==> src/design/framed_packet_receiver_crc16_macros.svh <==
// Assertion helpers for the framed packet receiver.
// Each macro expects signals named clk and rst_n in the scope of its use.
`ifndef FRAMED_PACKET_RECEIVER_CRC16_MACROS_SVH
`define FRAMED_PACKET_RECEIVER_CRC16_MACROS_SVH

`ifndef SYNTH
// Same-cycle implication.
`define FRP_ASSERT_IMP(lbl, ante, cons, msg) \
  lbl: assert property (@(posedge clk) disable iff (!rst_n) (ante) |-> (cons)) \
    else $error(msg);
// Next-cycle implication.
`define FRP_ASSERT_NXT(lbl, ante, cons, msg) \
  lbl: assert property (@(posedge clk) disable iff (!rst_n) (ante) |=> (cons)) \
    else $error(msg);
`else
`define FRP_ASSERT_IMP(lbl, ante, cons, msg)
`define FRP_ASSERT_NXT(lbl, ante, cons, msg)
`endif

`endif

==> src/design/frp_pkg.sv <==
package frp_pkg;

  localparam int unsigned PAYLOAD_LIMIT_DEF = 256;

  localparam int unsigned CFG_IDX_W  = 2;
  localparam int unsigned CFG_DATA_W = 16;

  // frame marks
  localparam logic [7:0] SOF1_BYTE = 8'h48;
  localparam logic [7:0] SOF2_BYTE = 8'h4A;
  localparam logic [7:0] EOF1_BYTE = 8'h4A;
  localparam logic [7:0] EOF2_BYTE = 8'h4C;

  localparam logic [15:0] CRC_POLY = 16'hA001;
  localparam logic [15:0] CRC_INIT = 16'hFFFF;

  // register reset values
  localparam logic [15:0] TIMEOUT_RST   = 16'd100;
  localparam logic [7:0]  REPLY_OK_RST  = 8'd1;
  localparam logic [7:0]  PAGE_TYPE_RST = 8'd102;
  localparam logic [7:0]  BEEP_TYPE_RST = 8'd2;

  typedef enum logic [CFG_IDX_W-1:0] {
    CFG_TIMEOUT   = 2'd0,
    CFG_REPLY_OK  = 2'd1,
    CFG_PAGE_TYPE = 2'd2,
    CFG_BEEP_TYPE = 2'd3
  } cfg_idx_t;

  typedef enum logic [2:0] {
    EV_NONE    = 3'd0,
    EV_PAYLOAD = 3'd1,
    EV_REPLY   = 3'd2,
    EV_BEEP    = 3'd3,
    EV_FRAME   = 3'd4
  } event_t;

  typedef struct packed {
    logic [15:0] timeout_ticks;
    logic [7:0]  reply_ok_code;
    logic [7:0]  page_type_code;
    logic [7:0]  beep_type_code;
  } cfg_t;

  typedef struct packed {
    logic       op;
    logic [7:0] rx_byte;
  } item_t;

  typedef struct packed {
    event_t     event_res;
    logic [7:0] payload_byte;
    logic [7:0] payload_index;
    logic [7:0] page_no;
    logic [7:0] frame_type;
    logic [7:0] object_id;
    logic [7:0] payload_length;
  } res_t;

  // reflected CRC-16 update for one byte, LSB first
  function automatic logic [15:0] crc_step(input logic [15:0] crc, input logic [7:0] b);
    logic [15:0] c;
    c = crc ^ {8'h00, b};
    for (int k = 0; k < 8; k++) begin
      c = c[0] ? ((c >> 1) ^ CRC_POLY) : (c >> 1);
    end
    return c;
  endfunction

endpackage

==> src/design/frp_cfg.sv <==
module frp_cfg (
  input  logic                            clk,
  input  logic                            rst_n,
  input  logic                            wr_en,
  input  frp_pkg::cfg_idx_t               wr_index,
  input  logic [frp_pkg::CFG_DATA_W-1:0]  wr_data,
  output frp_pkg::cfg_t                   cfg
);
  import frp_pkg::*;

  cfg_t cfg_r;

  always_ff @(posedge clk) begin
    if (!rst_n) begin
      cfg_r.timeout_ticks  <= TIMEOUT_RST;
      cfg_r.reply_ok_code  <= REPLY_OK_RST;
      cfg_r.page_type_code <= PAGE_TYPE_RST;
      cfg_r.beep_type_code <= BEEP_TYPE_RST;
    end else if (wr_en) begin
      case (wr_index)
        CFG_TIMEOUT:   cfg_r.timeout_ticks  <= wr_data[15:0];
        CFG_REPLY_OK:  cfg_r.reply_ok_code  <= wr_data[7:0];
        CFG_PAGE_TYPE: cfg_r.page_type_code <= wr_data[7:0];
        CFG_BEEP_TYPE: cfg_r.beep_type_code <= wr_data[7:0];
        default: ;
      endcase
    end
  end

  assign cfg = cfg_r;

endmodule

==> src/design/frp_core.sv <==
module frp_core #(
  parameter int unsigned PAYLOAD_LIMIT = frp_pkg::PAYLOAD_LIMIT_DEF
) (
  input  logic           clk,
  input  logic           rst_n,
  input  logic           step_en,
  input  frp_pkg::item_t item,
  input  frp_pkg::cfg_t  cfg,
  output frp_pkg::res_t  res
);
  import frp_pkg::*;

  localparam logic [16:0] LIMIT_V = 17'(PAYLOAD_LIMIT);

  typedef enum logic [3:0] {
    ST_HUNT  = 4'd0,
    ST_PAGE  = 4'd1,
    ST_TYPE  = 4'd2,
    ST_OBJ   = 4'd3,
    ST_LENL  = 4'd4,
    ST_LENH  = 4'd5,
    ST_DATA  = 4'd6,
    ST_CSUM  = 4'd7,
    ST_ETX   = 4'd8,
    ST_REPLY = 4'd11
  } state_t;

  state_t      state_r, state_nxt, st_eff;
  logic        pend_r, pend_nxt, pend_eff;
  logic [15:0] crc_r, crc_nxt;
  logic [15:0] rcrc_r, rcrc_nxt;
  logic [7:0]  page_r, page_nxt;
  logic [7:0]  type_r, type_nxt;
  logic [7:0]  obj_r, obj_nxt;
  logic [15:0] len_r, len_nxt;
  logic [7:0]  pcount_r, pcount_nxt;
  logic [15:0] idle_r, idle_nxt;
  logic [15:0] crc_upd;
  logic [15:0] len_new;
  logic        timeout;
  logic [7:0]  b;
  event_t      ev;
  logic [7:0]  pbyte, pidx;

  assign b       = item.rx_byte;
  assign crc_upd = crc_step(crc_r, b);
  assign len_new = {b, len_r[7:0]};
  assign timeout = (idle_r >= cfg.timeout_ticks);
  assign st_eff  = timeout ? ST_HUNT : state_r;
  assign pend_eff = timeout ? 1'b0 : pend_r;

  always_comb begin
    state_nxt  = state_r;
    pend_nxt   = pend_r;
    crc_nxt    = crc_r;
    rcrc_nxt   = rcrc_r;
    page_nxt   = page_r;
    type_nxt   = type_r;
    obj_nxt    = obj_r;
    len_nxt    = len_r;
    pcount_nxt = pcount_r;
    idle_nxt   = idle_r;
    ev         = EV_NONE;
    pbyte      = 8'h00;
    pidx       = 8'h00;
    if (!item.op) begin
      if (idle_r != 16'hFFFF) idle_nxt = idle_r + 16'd1;
    end else begin
      idle_nxt  = 16'd0;
      state_nxt = st_eff;
      pend_nxt  = pend_eff;
      case (st_eff)
        ST_REPLY: begin
          page_nxt  = b;
          state_nxt = ST_HUNT;
          ev        = EV_REPLY;
        end
        ST_PAGE: begin
          page_nxt  = b;
          crc_nxt   = crc_upd;
          state_nxt = ST_TYPE;
        end
        ST_TYPE: begin
          type_nxt = b;
          crc_nxt  = crc_upd;
          if (b == cfg.page_type_code) begin
            state_nxt = ST_CSUM;
          end else if (b == cfg.beep_type_code) begin
            state_nxt = ST_HUNT;
            ev        = EV_BEEP;
          end else begin
            state_nxt = ST_OBJ;
          end
        end
        ST_OBJ: begin
          obj_nxt   = b;
          crc_nxt   = crc_upd;
          len_nxt   = 16'd0;
          state_nxt = ST_LENL;
        end
        ST_LENL: begin
          len_nxt   = {8'h00, b};
          crc_nxt   = crc_upd;
          state_nxt = ST_LENH;
        end
        ST_LENH: begin
          len_nxt = len_new;
          crc_nxt = crc_upd;
          if (len_new == 16'd0) begin
            state_nxt = ST_CSUM;
          end else if ({1'b0, len_new} >= LIMIT_V) begin
            state_nxt = ST_HUNT;
          end else begin
            pcount_nxt = 8'd0;
            state_nxt  = ST_DATA;
          end
        end
        ST_DATA: begin
          crc_nxt = crc_upd;
          ev      = EV_PAYLOAD;
          pbyte   = b;
          pidx    = pcount_r;
          if (({8'h00, pcount_r} + 16'd1) >= len_r) state_nxt = ST_CSUM;
          pcount_nxt = pcount_r + 8'd1;
        end
        ST_CSUM: begin
          if (pend_eff) begin
            pend_nxt  = 1'b0;
            rcrc_nxt  = {b, rcrc_r[7:0]};
            state_nxt = ST_ETX;
          end else begin
            pend_nxt = 1'b1;
            rcrc_nxt = {8'h00, b};
          end
        end
        ST_ETX: begin
          if (b == EOF1_BYTE) begin
            pend_nxt = 1'b1;
          end else begin
            if (pend_eff) begin
              pend_nxt = 1'b0;
              if (b == EOF2_BYTE && crc_r == rcrc_r) ev = EV_FRAME;
            end
            state_nxt = ST_HUNT;
          end
        end
        default: begin
          // hunt: reply code takes priority over the start mark
          state_nxt = ST_HUNT;
          if (b == cfg.reply_ok_code) begin
            type_nxt  = b;
            pend_nxt  = 1'b0;
            state_nxt = ST_REPLY;
          end else if (b == SOF1_BYTE) begin
            pend_nxt = 1'b1;
          end else if (pend_eff) begin
            pend_nxt = 1'b0;
            if (b == SOF2_BYTE) begin
              crc_nxt   = CRC_INIT;
              state_nxt = ST_PAGE;
            end
          end
        end
      endcase
    end
  end

  always_ff @(posedge clk) begin
    if (!rst_n) begin
      state_r  <= ST_HUNT;
      pend_r   <= 1'b0;
      crc_r    <= 16'd0;
      rcrc_r   <= 16'd0;
      page_r   <= 8'd0;
      type_r   <= 8'd0;
      obj_r    <= 8'd0;
      len_r    <= 16'd0;
      pcount_r <= 8'd0;
      idle_r   <= 16'd0;
    end else if (step_en) begin
      state_r  <= state_nxt;
      pend_r   <= pend_nxt;
      crc_r    <= crc_nxt;
      rcrc_r   <= rcrc_nxt;
      page_r   <= page_nxt;
      type_r   <= type_nxt;
      obj_r    <= obj_nxt;
      len_r    <= len_nxt;
      pcount_r <= pcount_nxt;
      idle_r   <= idle_nxt;
    end
  end

  always_comb begin
    res.event_res      = ev;
    res.payload_byte   = pbyte;
    res.payload_index  = pidx;
    res.page_no        = page_nxt;
    res.frame_type     = type_nxt;
    res.object_id      = obj_nxt;
    res.payload_length = len_nxt[7:0];
  end

endmodule

==> src/design/framed_packet_receiver_crc16.sv <==
// Framed packet receiver with CRC-16 check. Each input item is either a
// time tick (in_op = 0) or one received UART byte (in_op = 1), and every
// item yields exactly one result item. A byte that arrives after at least
// timeout_ticks idle ticks restarts the hunt for a frame start. The block
// recognizes a short reply (reply code, then page byte) and frames of the
// form 0x48 0x4A, page, type, object id, length low/high, payload,
// checksum low/high, 0x4A 0x4C. Payload bytes stream out as event 1 as
// they arrive; a beep type gives event 3 right after the type byte; a
// frame whose reflected CRC-16 (poly 0xA001, init 0xFFFF over page through
// payload) matches gives event 4 after the end mark. Lengths at or above
// PAYLOAD_LIMIT drop the frame. The block takes one item per clock unless
// the output side stalls: an item is held in the input register, then the
// whole parser step, including the byte-wide CRC update, is computed
// combinationally into the output register, which offers the result.
// in_stall rises only while both registers are full and the output side
// stalls. Configuration writes are always ready and take effect at once;
// write them only while no item is in flight.
`include "framed_packet_receiver_crc16_macros.svh"

module framed_packet_receiver_crc16 #(
  parameter int unsigned PAYLOAD_LIMIT = frp_pkg::PAYLOAD_LIMIT_DEF
) (
  input  logic                           clk,
  input  logic                           rst_n,
  // input items
  input  logic                           in_valid,
  output logic                           in_stall,
  input  logic                           in_op,
  input  logic [7:0]                     in_rx_byte,
  // result items
  output logic                           out_valid,
  input  logic                           out_stall,
  output logic [2:0]                     out_event_res,
  output logic [7:0]                     out_payload_byte,
  output logic [7:0]                     out_payload_index,
  output logic [7:0]                     out_page_no,
  output logic [7:0]                     out_frame_type,
  output logic [7:0]                     out_object_id,
  output logic [7:0]                     out_payload_length,
  // configuration writes
  input  logic                           cfg_valid,
  output logic                           cfg_ready,
  input  logic [frp_pkg::CFG_IDX_W-1:0]  cfg_index,
  input  logic [frp_pkg::CFG_DATA_W-1:0] cfg_data
);
  import frp_pkg::*;

  // input register
  logic  s1_valid_r, s1_valid_nxt;
  item_t s1_item_r;

  // output register
  logic  out_valid_r, out_valid_nxt;
  res_t  out_res_r;

  logic  in_take;
  logic  advance;
  cfg_t  cfg;
  res_t  step_res;

  // Advance the held item whenever the output register is free or drains now.
  assign advance  = s1_valid_r && (!out_valid_r || !out_stall);
  // Hold input only when the input register cannot move on.
  assign in_stall = s1_valid_r && !advance;
  assign in_take  = in_valid && !in_stall;

  assign cfg_ready = 1'b1;

  frp_cfg u_cfg (
    .clk      (clk),
    .rst_n    (rst_n),
    .wr_en    (cfg_valid && cfg_ready),
    .wr_index (cfg_idx_t'(cfg_index)),
    .wr_data  (cfg_data),
    .cfg      (cfg)
  );

  frp_core #(
    .PAYLOAD_LIMIT (PAYLOAD_LIMIT)
  ) u_core (
    .clk     (clk),
    .rst_n   (rst_n),
    .step_en (advance),
    .item    (s1_item_r),
    .cfg     (cfg),
    .res     (step_res)
  );

  always_comb begin
    s1_valid_nxt = s1_valid_r;
    if (in_take) begin
      s1_valid_nxt = 1'b1;
    end else if (advance) begin
      s1_valid_nxt = 1'b0;
    end
    out_valid_nxt = out_valid_r;
    if (advance) begin
      out_valid_nxt = 1'b1;
    end else if (!out_stall) begin
      out_valid_nxt = 1'b0;
    end
  end

  always_ff @(posedge clk) begin
    if (!rst_n) begin
      s1_valid_r  <= 1'b0;
      out_valid_r <= 1'b0;
    end else begin
      s1_valid_r  <= s1_valid_nxt;
      out_valid_r <= out_valid_nxt;
    end
  end

  // Payload registers: load on handshake, hold otherwise.
  always_ff @(posedge clk) begin
    if (in_take) begin
      s1_item_r.op      <= in_op;
      s1_item_r.rx_byte <= in_rx_byte;
    end
    if (advance) begin
      out_res_r <= step_res;
    end
  end

  assign out_valid          = out_valid_r;
  assign out_event_res      = out_res_r.event_res;
  assign out_payload_byte   = out_res_r.payload_byte;
  assign out_payload_index  = out_res_r.payload_index;
  assign out_page_no        = out_res_r.page_no;
  assign out_frame_type     = out_res_r.frame_type;
  assign out_object_id      = out_res_r.object_id;
  assign out_payload_length = out_res_r.payload_length;

  // A streamed payload byte always lies inside the announced length.
  `FRP_ASSERT_IMP(a_pidx_in_len, out_valid && (out_event_res == EV_PAYLOAD), out_payload_index < out_payload_length, "payload index outside frame length")
  // Only payload events carry a byte and index.
  `FRP_ASSERT_IMP(a_nonpayload_zero, out_valid && (out_event_res != EV_PAYLOAD), (out_payload_byte == 8'h00) && (out_payload_index == 8'h00), "payload fields set on non-payload event")
  // Input backpressure comes only from a held result.
  `FRP_ASSERT_IMP(a_stall_cause, in_stall, out_valid && out_stall, "input stalled without output backpressure")
  // A step always lands a result in the output register.
  `FRP_ASSERT_NXT(a_step_lands, s1_valid_r && !in_stall, out_valid, "advanced item did not reach output register")

endmodule

==> config.mk <==
export PLATFORM = sky130hd
export DESIGN_NAME = framed_packet_receiver_crc16
export DESIGN_NICKNAME = d
export VERILOG_FILES = /design/src/design/frp_pkg.sv /design/src/design/frp_cfg.sv /design/src/design/frp_core.sv /design/src/design/framed_packet_receiver_crc16.sv
export VERILOG_INCLUDE_DIRS = /design/src /design/src/design
export SDC_FILE = /design/constraint.sdc
export NUM_CORES = 1
export LEC_CHECK = 0
export BUFFER_PORTS_ARGS = -buffer_cell sky130_fd_sc_hd__buf_4
export CAP_MARGIN = 25
export CORE_ASPECT_RATIO = 1.4
export CORE_MARGIN = 2
export CORE_UTILIZATION = 54
export DETAILED_ROUTE_END_ITERATION = 12
export PLACE_DENSITY = 0.76
export SETUP_SLACK_MARGIN = 0.3
export SLEW_MARGIN = 20
export SYNTH_ARGS = -nofsm -noshare
export SYNTH_HDL_FRONTEND = slang
export SYNTH_SLANG_ARGS = --single-unit
==> constraint.sdc <==
create_clock -name clk -period 2.9 [get_ports clk]
set_input_delay 0.725 -clock clk [delete_from_list [all_inputs] [get_ports clk]]
set_output_delay 0.725 -clock clk [all_outputs]
set_load 0.05 [all_outputs]
# [Word level (Yosys, flattened, before mapping)]
# Index checks and enable logic that the tools add are counted.
[totals] regBits=203 latchBits=0 ramBits=0 romBits=0 in_bits=32 out_inout_bits=54 elab_cells=160 mem_count=0
[classes] n_addsub=3 multipliers=0 div_mod_pow=0 order_cmp=3 n_eq_ne=25 n_shift=0 muxes=57 bitwise_logic=11 n_reduce_logical=34
[ops] op="$mux 16" n=15
[ops] op="$mux 8" n=9
[ops] op="$pmux 16 s3" n=1
[ops] op="$mux 4" n=9
[ops] op="$pmux 4 s9" n=1
[ops] op="$pmux 16 s2" n=1
[ops] op="$pmux 8 s2" n=2
[ops] op="$eq 8x7->1 const B" n=3
[ops] op="$eq 8x8->1" n=3
[ops] op="$not 2->3" n=8
[ops] op="$add 16x1->16 const B" n=1
[ops] op="$eq 16x16->1" n=1
[ops] op="$eq 4x3->1 const B" n=4
[ops] op="$ge 16x16->1" n=1
[ops] op="$ge 16x9->1 const B" n=1
[ops] op="$ge 9x16->1" n=1
[ops] op="$logic_not 16->1" n=1
[ops] op="$ne 16x16->1 const B" n=1
[ops] op="$xor 16x8->16" n=1
[ops] op="$mux 3" n=5
[ops] op="$reduce_and 2->1" n=7
[ops] op="$pmux 3 s4" n=1
[ops] op="$mux 1" n=10
[ops] op="$reduce_bool 2->1" n=5
[ops] op="26 further kinds" n=41

# [Longest topological paths before layout]
[logic_depth] word_depth=18 ltp_mapped=11 ltp_nobuf=10

# [Cells and area by module]
# Synthesis repeated with hierarchy kept, for this count alone.
[unflattened] hier_cells=941 area_unflattened_um2=9828.2
[by_module_without_submodules] module="frp_core" n_inst=1 cells_per_inst=714 area_per_inst_um2=6351.1 seq_area_each_um2=2021.9
[by_module_without_submodules] module="framed_packet_receiver_crc16" n_inst=1 cells_per_inst=70 area_per_inst_um2=1896.8 seq_area_each_um2=1841.8
[by_module_without_submodules] module="frp_cfg" n_inst=1 cells_per_inst=157 area_per_inst_um2=1580.3 seq_area_each_um2=800.8

# [Worst setup path after synthesis]
# No wires, ideal clock.
[synth_path] path_type="input port to flip-flop" start="in out_stall" end="reg u_core.rcrc_r[0]" setup_ns=0.128 arrival_time_ns=2.908 t_required_ns=2.772 setup_slack_ns=-0.135 cell_stages=8 n_path_buf=0 cell_sequence="nand2_1 nand2_1 inv_2 nand2_1 or4_1 nor4_4 mux2i_1 nor2_1"
[synth_between] elab_chain_len=4
[synth_rtl] element="start: declaration" line_no="framed_packet_receiver_crc16.sv:32" text="input logic out_stall,"
[synth_rtl] element="$logic_not 1->1"
[synth_rtl] element="$logic_or 1x1->1" line_no="framed_packet_receiver_crc16.sv:62" text="assign advance = s1_valid_r && (!out_valid_r || !out_stall);"
[synth_rtl] element="$logic_and 1x1->1" line_no="framed_packet_receiver_crc16.sv:62"
[synth_rtl] element="net advance" line_no="framed_packet_receiver_crc16.sv:57" text="logic advance;"
[synth_rtl] element="$reduce_and 4->1 (no line)"
[synth_rtl] element="end signal: assignment" line_no="frp_core.sv:184" text="rcrc_r <= rcrc_nxt;"
[synth_rtl] element="end: declaration" line_no="frp_core.sv:31" text="logic [15:0] rcrc_r, rcrc_nxt;"
# The timed path passes the listed nets, and every way through them passes these cells.
# A chain may end at the register's enable or synchronous reset.

==> run metrics <==
Placed Cells 1378; crit-path leading delay family compound AO/OA/AOI/OAI gates; Clock power frac 0.400; RD Place Congestion 0.886; CP startpoint kind register; Synth Area in Simple Gates 0.200; Post-Synth Adder-Cell Area 0.0333; Critical Path Slowest Stage Cell mux2_1; Synth cell types 74; Internal 4.65 mW; sw frac 0.254; total CTS buffers 20; CP cell instances inv_1 > ha_1 > a21oi_1 > o21a_2 > a2bb2oi_2 > buf_4 > nand4_1 > nor2_2 > buf_6 > mux2_1; CTS Buffer Depth 3; Synth area leader dfxtp_1; antenna-violating nets left 0; Combinational Power Share 0.113; FFs w/ async S/R, synth 0; first-pass GRT wire length 39.8 mm; initial DRC count 604; initial core utilization 0.548; total wire length 25.1 mm; most common cell after layout, fill and taps aside nand2_1; #FFs+latches synth 203; largest family of logic cells by synthesized area simple AND/OR/NAND/NOR gates; Root Buffer Master clkbuf_16; most frequent cells in the layout nand2_1, buf_4, dfxtp_1; Sw Pwr 1.58 mW; vias in the first global route 7893; initial antenna violation count 0; non-filler instance count after layout 1425; fmax 393 MHz; DR vias 8393; register area share after synthesis 0.460; die height 166 um; average cell area after synthesis 9.48 sq um; worst skew pair latency 0.50 ns; setup ws final 0.357 ns; post-synthesis cell count 1070; CTS tree yes; CP Max Fanout 9; final setup fails 0; Crit. End Element register; kind of critical path reg2reg; final worst-path cycle share 0.877; drt first pass iters 6; mux contribution to synthesized area 0.0552; Die Span X 120 um; post-route setup TNS 0 ns; Hold Path Class in2reg; Max-cap violations 0; nets@finish 1226; layout cells sized above 1 0.198; clock tree sinks 203; Synth Cell Area 10100 sq um; CP max stage delay 0.34 ns; top post-synthesis cells by area dfxtp_1, edfxtp_1, nand2_1; routed len/inst 17.6 um; detailed-placement wirelength estimate 16.8 mm; GR Overflow Total 0; status complete, no violations; Post-Synth XOR/XNOR Area 0.0734; commonest register cell after synthesis dfxtp_1; DIE AREA 19900 sq um; peak supply drop 0.474 mV; Slew Limit Fails 0; Ys Warns 0; GR Util All Layers 0.246; total power 6.24 mW; Clock Pin Slew Worst Setup and Hold Paths 0.06 ns; power share of the sequential group 0.487; vias per std cell 5.89; # diodes 0; # rows 59; Worst slew margin 0.360; worst hold slack 0.407 ns; final worst path period need 2.54 ns; Buffers & Inverters on Critical Path 3; RSZ-0062 raised after global routing false; Layout area overhead 18.8%; Residual DRC 0; Post-synth EDFFs 60; Synth Area in Compound Gates 0.130; CP arrival 2.78 ns; Slew @ Worst Pin 0.952 ns; I/O pin count 86; Leak 4.57 nW; Crit path required time 3.14 ns; Syn Nets 1129; worst slack, placed 0.0817 ns; Worst Clk Skew 0.00714 ns; # port buffers 84; CTS H-Tree Depth 1; total core area 18500 sq um; largest net degree at the start of global routing 49; pwr/cell area 517 nW/um^2; post-synth top area share 0.282; Final Hold Fails 0
[cell families after synthesis]
group | after synthesis
multiplexers | 50
buffers and inverters | 121
flip-flops | 203
AND/OR/NAND/NOR | 390
adder cells (fa/ha/maj) | 27
other | 1
AO/OA/AOI/OAI | 197
XOR/XNOR | 81
[timing repair]
item	4_1_cts	5_1_grt
pin swaps	1	9
endpoints found under the setup margin	44	64
hold buffers	0	0
gates resized for setup	5	22
setup buffers	0	11
hold endpoints to repair	0	0
[stage by stage]
step / instance area (sq um) / util
2_1_floorplan: 10200 / -
3_3_place_gp: 11200 / 0.606
3_5_place_dp: 11200 / 0.606
4_1_cts: 11900 / 0.641
5_1_grt: 12100 / 0.651
6_report: 12100 / 0.651
[worst register-to-register path: cells and delay by family, from the launching register on]
kind	cells	cell delay (ns)
flip-flops	1	0.33
AO/OA/AOI/OAI	3	0.50
multiplexers	1	0.34
AND/OR/NAND/NOR	2	0.41
buffers and inverters	3	0.40
adder cells (fa/ha/maj)	1	0.30
[per-layer routing]
| metal | global-route usage | share of wire |
|---|---|---|
| met5 | 0 | 0 |
| met4 | 0.0946 | 0.037 |
| met3 | 0.0292 | 0.057 |
| met2 | 0.436 | 0.50 |
| met1 | 0.305 | 0.40 |
[area by class of cell]
class | count | area, sq um
Clock buffer | 23 | 533
Clock inverter | 13 | 91.3
Fill cell | 1541 | 6470
Inverter | 49 | 200
Multi-Input combinational cell | 746 | 5150
Sequential cell | 203 | 4670
Tap cell | 244 | 305
Timing Repair Buffer | 147 | 1110
[registers in the layout, indices dropped and copies added (netlist names), 3 cells and up]
register,cells
u_core.pcount_r,8
s1_item_r,9
out_frame_type,8
u_core.page_r,8
out_payload_index,8
u_core.len_r,16
out_page_no,8
u_core.obj_r,8
out_object_id,8
u_core.idle_r,16
u_core.crc_r,16
u_core.state_r,4
u_core.rcrc_r,16
u_core.type_r,8
out_payload_length,8
out_payload_byte,8
u_cfg.cfg,40
out_event_res,3
[Yosys cell counts, drive strengths merged, types with 10 or more instances]
cell type and number:
nand2 147, dfxtp 143, a21oi 70, edfxtp 60
nand3 59, clkbuf 56, nor2 54, inv 49
o21ai 43, xnor2 42, xor2 37, ha 27
mux2i 26, and3 24, mux2 24, nand4 24
nor4 23, a221oi 16, buf 16, a22o 15
nor3 12, or4 12, a2bb2oi 10, o211ai 10
[power groups by stage]
stage | sequential [mW] | combinational (mW) | clock, mW
detailed placement | 3.10 | 0.679 | 0
global route | 3.05 | 0.746 | 2.66
finish | 3.04 | 0.705 | 2.49
CTS | 3.04 | 0.683 | 2.54
global placement | 3.10 | 0.670 | 0
floorplan | 3.20 | 0.365 | 0
[worst paths after layout]
check	start	cells after the start	to	slack, ns
hold / removal	in_rx_byte[6]	1	s1_item_r[6]	0.41
setup / recovery	u_cfg.cfg[33]	10	out_page_no[2]	0.36
hold reg to reg	u_cfg.cfg[32]	2	u_cfg.cfg[32]	0.45
setup reg to reg	u_cfg.cfg[33]	10	out_page_no[2]	0.36
Power figures use the tool's default switching activity.
